### config.mk
export PLATFORM = sky130hd
export DESIGN_NAME = fbn_cfg
export DESIGN_NICKNAME = d
export VERILOG_FILES = /design/src/design/fbn_pkg.sv /design/src/design/fbn_cfg.sv
export SDC_FILE = /design/constraint.sdc
export NUM_CORES = 1
export LEC_CHECK = 0
export ABC_AREA = 1
export ABC_CLOCK_PERIOD_IN_PS = 800
export BUFFER_PORTS_ARGS = -buffer_cell sky130_fd_sc_hd__buf_2
export CORE_MARGIN = 5
export CORE_UTILIZATION = 40
export DETAILED_ROUTE_END_ITERATION = 8
export PLACE_DENSITY_LB_ADDON = 0.12
export SLEW_MARGIN = 5
export SYNTH_ARGS = -nofsm -noshare
export SYNTH_HDL_FRONTEND = slang
export SYNTH_SLANG_ARGS = --single-unit
### constraint.sdc
create_clock -name clk -period 0.8 [get_ports clk]
set_clock_uncertainty 0.2 [all_clocks]
set_input_delay 0.04 -clock clk [delete_from_list [all_inputs] [get_ports clk]]
set_output_delay 0.04 -clock clk [all_outputs]
set_load 0.005 [all_outputs]
### src/design/fbn_pkg.sv
package fbn_pkg;

    // Configuration registers as seen by the engine.
    typedef struct packed {
        logic [47:0] server_mac;
        logic [15:0] reply_delay;
        logic [15:0] send_delay;
    } cfg_t;

    // One input item, first field in the highest bits.
    typedef struct packed {
        logic [7:0] write_byte;
        logic [3:0] reg_index;
        logic [1:0] action;
    } item_t;

    // One result item, first field in the highest bits.
    typedef struct packed {
        logic       reply_delivered;
        logic       frame_sent;
        logic [7:0] read_byte;
    } res_t;

    localparam int ITEM_W = 14;
    localparam int RES_W  = 10;
    localparam int TDATA_W = 16;

    // Actions.
    localparam logic [1:0] ACT_READ  = 2'd0;
    localparam logic [1:0] ACT_WRITE = 2'd1;
    localparam logic [1:0] ACT_TICK  = 2'd2;

    // Device register indexes.
    localparam logic [3:0] REG_RX_PTR_LO = 4'd0;
    localparam logic [3:0] REG_RX_PTR_HI = 4'd1;
    localparam logic [3:0] REG_RX_DATA   = 4'd2;
    localparam logic [3:0] REG_RX_OWN    = 4'd3;
    localparam logic [3:0] REG_TX_PTR_LO = 4'd8;
    localparam logic [3:0] REG_TX_PTR_HI = 4'd9;
    localparam logic [3:0] REG_TX_DATA   = 4'd10;
    localparam logic [3:0] REG_TX_OWN    = 4'd11;

    // Configuration register indexes and reset values.
    localparam int CFG_ADDR_W = 5;
    localparam logic [1:0] CFG_SEND_DELAY  = 2'd0;
    localparam logic [1:0] CFG_REPLY_DELAY = 2'd1;
    localparam logic [1:0] CFG_SERVER_MAC  = 2'd2;
    localparam logic [15:0] SEND_DELAY_RST  = 16'd200;
    localparam logic [15:0] REPLY_DELAY_RST = 16'd200;
    localparam logic [47:0] SERVER_MAC_RST  = 48'h0011_2233_4455;

    // ARP frame layout; offsets count from the start of the buffer.
    localparam logic [7:0] ARP_TYPE_HI   = 8'h08;
    localparam logic [7:0] ARP_TYPE_LO   = 8'h06;
    localparam logic [7:0] ARP_OP_HI     = 8'h00;
    localparam logic [7:0] ARP_OP_REQ_LO = 8'h01;
    localparam logic [7:0] ARP_OP_REP_LO = 8'h02;
    localparam logic [5:0] OFS_TYPE_HI   = 6'd14;
    localparam logic [5:0] OFS_TYPE_LO   = 6'd15;
    localparam logic [5:0] OFS_OP_HI     = 6'd22;
    localparam logic [5:0] OFS_OP_LO     = 6'd23;

    // The four bytes that identify an ARP request, in the order they are read.
    function automatic logic [5:0] check_offset(input logic [1:0] idx);
        logic [5:0] ofs;
        case (idx)
            2'd0:    ofs = OFS_TYPE_HI;
            2'd1:    ofs = OFS_TYPE_LO;
            2'd2:    ofs = OFS_OP_HI;
            default: ofs = OFS_OP_LO;
        endcase
        return ofs;
    endfunction

    function automatic logic [7:0] check_expect(input logic [1:0] idx);
        logic [7:0] val;
        case (idx)
            2'd0:    val = ARP_TYPE_HI;
            2'd1:    val = ARP_TYPE_LO;
            2'd2:    val = ARP_OP_HI;
            default: val = ARP_OP_REQ_LO;
        endcase
        return val;
    endfunction

    // Transmit offset that feeds a given reply offset: the sender protocol
    // address comes from the target's, the target addresses from the sender's.
    function automatic logic [15:0] reply_source(input logic [15:0] ofs);
        logic [15:0] src;
        if (ofs inside {[16'd30:16'd33]}) begin
            src = ofs + 16'd10;
        end
        else if (ofs inside {[16'd34:16'd43]}) begin
            src = ofs - 16'd10;
        end
        else begin
            src = ofs;
        end
        return src;
    endfunction

endpackage

### src/design/fbn_cfg.sv
module fbn_cfg (
    input  logic                            clk,
    input  logic                            rst_n,
    input  logic                            psel,
    input  logic                            penable,
    input  logic                            pwrite,
    input  logic [fbn_pkg::CFG_ADDR_W-1:0]  paddr,
    input  logic [63:0]                     pwdata,
    output logic [63:0]                     prdata,
    output logic                            pready,
    output fbn_pkg::cfg_t                   cfg
);

    logic [15:0] send_delay_reg;
    logic [15:0] reply_delay_reg;
    logic [47:0] server_mac_reg;
    logic        wr_en;
    logic [1:0]  reg_sel;

    assign pready  = 1'b1;
    assign wr_en   = psel && penable && pwrite && pready;
    assign reg_sel = paddr[4:3];

    always_ff @(posedge clk or negedge rst_n)
    begin
        if (!rst_n)
        begin
            send_delay_reg  <= fbn_pkg::SEND_DELAY_RST;
            reply_delay_reg <= fbn_pkg::REPLY_DELAY_RST;
            server_mac_reg  <= fbn_pkg::SERVER_MAC_RST;
        end
        else if (wr_en)
        begin
            case (reg_sel)
                fbn_pkg::CFG_SEND_DELAY:  send_delay_reg  <= pwdata[15:0];
                fbn_pkg::CFG_REPLY_DELAY: reply_delay_reg <= pwdata[15:0];
                fbn_pkg::CFG_SERVER_MAC:  server_mac_reg  <= pwdata[47:0];
                default: ;
            endcase
        end
    end

    always_comb
    begin
        case (reg_sel)
            fbn_pkg::CFG_SEND_DELAY:  prdata = {48'd0, send_delay_reg};
            fbn_pkg::CFG_REPLY_DELAY: prdata = {48'd0, reply_delay_reg};
            fbn_pkg::CFG_SERVER_MAC:  prdata = {16'd0, server_mac_reg};
            default:                  prdata = 64'd0;
        endcase
    end

    assign cfg.send_delay  = send_delay_reg;
    assign cfg.reply_delay = reply_delay_reg;
    assign cfg.server_mac  = server_mac_reg;

endmodule

==> run summary <==
clock root cell -> clkbuf_8
Reg2Reg Setup Slack -> -0.30 ns
Port-buffer cells -> 182
fraction of synthesized area in multiplexers -> 0%
FMAX -> 709 MHz
xor/xnor share of the synthesized area -> 0%
CP Class -> flip-flop to output port
1st-pass router iterations -> 5
initial antenna violation count -> 0
commonest cells in the netlist -> nand2_1, dfrtp_1, inv_1, nor2_1
post-route minimum period -> 1.41 ns
GRT Total Usage -> 22.0%
Critical Path Sink Type -> output port
vias in the first global route -> 4065
starting density of the core -> 41.0%
dpl hpwl -> 8600 µm
Clk Latency, worst-skew pair -> 0.34 ns
Synth top area share -> 39.8%
synthesis-stage register bit count -> 80
CTS tree -> yes
total CTS buffers -> 9
clk sinks -> 80
cell accounting for the most synthesized area -> dfrtp_1
post-DR wirelength/cell -> 15.3 µm
Hold Vio Cnt, Final -> 3
row count -> 35
clock buffer depth -> 2
Worst VDD drop -> 1.30 mV
global-route wire length before repair -> 20400 µm
leak pwr -> 3.74 nW
status -> finished with violations
worst endpoint data arrival time -> 1.17 ns
CP Max Fanout -> 3
simple-gate share of the synthesized area -> 35.7%
ANT nets after route -> 0
pre-CTS setup slack -> -0.383 ns
distinct cell type count after synthesis -> 14
post-synthesis cell count -> 505
Final Setup Violations -> 207
count leader, synth -> nand2_1
Synth warnings -> 0
die height -> 107 µm
total die area -> 11500 µm²
overall die width -> 107 µm
Syn Area/Cell -> 7.47 µm²
top post-synthesis cells by area -> dfrtp_1, nand2_1, dfstp_2
fraction of registers with async set/reset -> 100%
CP required -> 0.56 ns
Worst setup SP type -> flip-flop
H-tree depth -> 3
core area -> 9200 µm²
Hold Path Class -> primary input to flip-flop
Critical Path Source -> server_mac_reg[32]$_DFFE_PN1P_
start of the worst register-to-register path -> server_mac_reg[20]$_DFFE_PN1P_
total gr overflow -> 0
Synth Flop Type -> dfrtp_1
diode count -> 0
Post-Synth Adder-Cell Area -> 0%
maxcap violations -> 0
placed insts -> 801
non-filler cells, final -> 917
largest net degree at the start of global routing -> 38
pwr dens -> 2040 nW/µm²
DR iter-0 viols -> 213
vias per cell -> 4.66
number of synthesized flops with an enable pin -> 0
failing checks -> negative hold slack, negative setup slack
min-delay src -> penable
Post-Route WL -> 14000 µm
RSZ-0062 raised after global routing -> yes
largest family of logic cells by synthesized area -> simple AND/OR/NAND/NOR gates
max reg flops -> 48
layout cells sized above 1 -> 42.7%
gp weighted congestion -> 0.813
DR DRC count -> 0
Top Ports -> 219
Hold Slack -> -0.0128 ns
fin crit share -> 176%
area grow syn2layout -> 75.1%
max-slew violation count -> 0
synthesized area -> 3770 µm²
Worst-path clk slew -> 0.08 ns
compound-gate portion of the synthesized area -> 0%
nets@finish -> 875
via count -> 4270
final worst slack -> -0.611 ns
sequential element share of the synthesized area -> 53.8%
## area by class of cell
class                   instances  area [µm²]
fillers                       705        2600
repair buffers                307        2490
flip-flops and latches         80        2030
multi-input cells             366        1580
clock buffers                  13         159
inverters                      37         156
well taps                     111         139
clock inverters                 3        40.0
## power by group
| group | total [W] | leakage (nW) | switching [W] | internal (W) |
|---|---|---|---|---|
| combinational | 0.00465 | 2.67 | 0.00193 | 0.00272 |
| sequential | 0.00585 | 0.971 | 0.000817 | 0.00503 |
| clock | 0.00298 | 0.103 | 0.00137 | 0.00161 |
## critical path: stages, from the launching register on
cell     delay (ns)
dfstp_2        0.56
inv_2          0.04
nor2_2         0.11
buf_2          0.12
## logic make-up (layout without fill, tap and decap cells)
kind of cell	count (synthesis)	in the layout
flops	80	80
buf+inv	74	360
other cells	2	17
simple gates	349	349
## layout by cell type (no fill, tap or decap), types with 4 or more instances in the layout
master	instances
buf_12	9
buf_2	153
buf_4	20
buf_6	70
clkbuf_8	11
conb_1	17
dfrtp_1	60
dfstp_2	20
dlygate4sd3_1	49
inv_1	27
inv_2	8
nand2_1	264
nand2_2	26
nand3_1	15
nor2_1	28
nor2_2	5
nor2_4	4
## final timing paths
check                      cells after the start                             end
min in group asynchronous                      3  server_mac_reg[33]$_DFFE_PN0P_
min reg2reg                                    2   server_mac_reg[4]$_DFFE_PN1P_
max reg2reg                                    4  server_mac_reg[20]$_DFFE_PN1P_
min                                            6   send_delay_reg[6]$_DFFE_PN1P_
max in group asynchronous                      3   send_delay_reg[3]$_DFFE_PN1P_
max                                            3                      prdata[32]
## per-stage QoR
step	setup TNS, ns	util (%)	power [W]	cell area (µm²)
2_1_floorplan	-7.83	-	0.00691	3920
6_report	-60.83	71.8	0.0135	6600
3_5_place_dp	-38.97	54.5	0.00874	5010
4_1_cts	-61.75	65.1	0.0126	5990
3_3_place_gp	-37.93	54.5	0.00866	5010
5_1_grt	-69.52	71.8	0.0143	6600
## what timing repair did
action | CTS | global route
cloned | 0 | 6
endpoints found under the setup margin | 208 | 244
pin swaps | 90 | 47
hold endpoints to repair | 160 | 82
setup buffers | 18 | 29
hold buffers | 49 | 1
resized for setup | 34 | 88
## per-layer routing
| metal | vias to the layer above | wire length, µm | track usage [%] | part of all wire, % |
|---|---|---|---|---|
| li1 | 2042 | - | - | - |
| met1 | 2014 | 5730 | 27.5 | 41 |
| met2 | 197 | 7040 | 37.9 | 50 |
| met3 | 17 | 1100 | 5.00 | 7.8 |
| met4 | 0 | 184 | 6.03 | 1.3 |
| met5 | - | 0 | 0 | 0 |
Note: power is estimated with default switching activity, not from simulation.
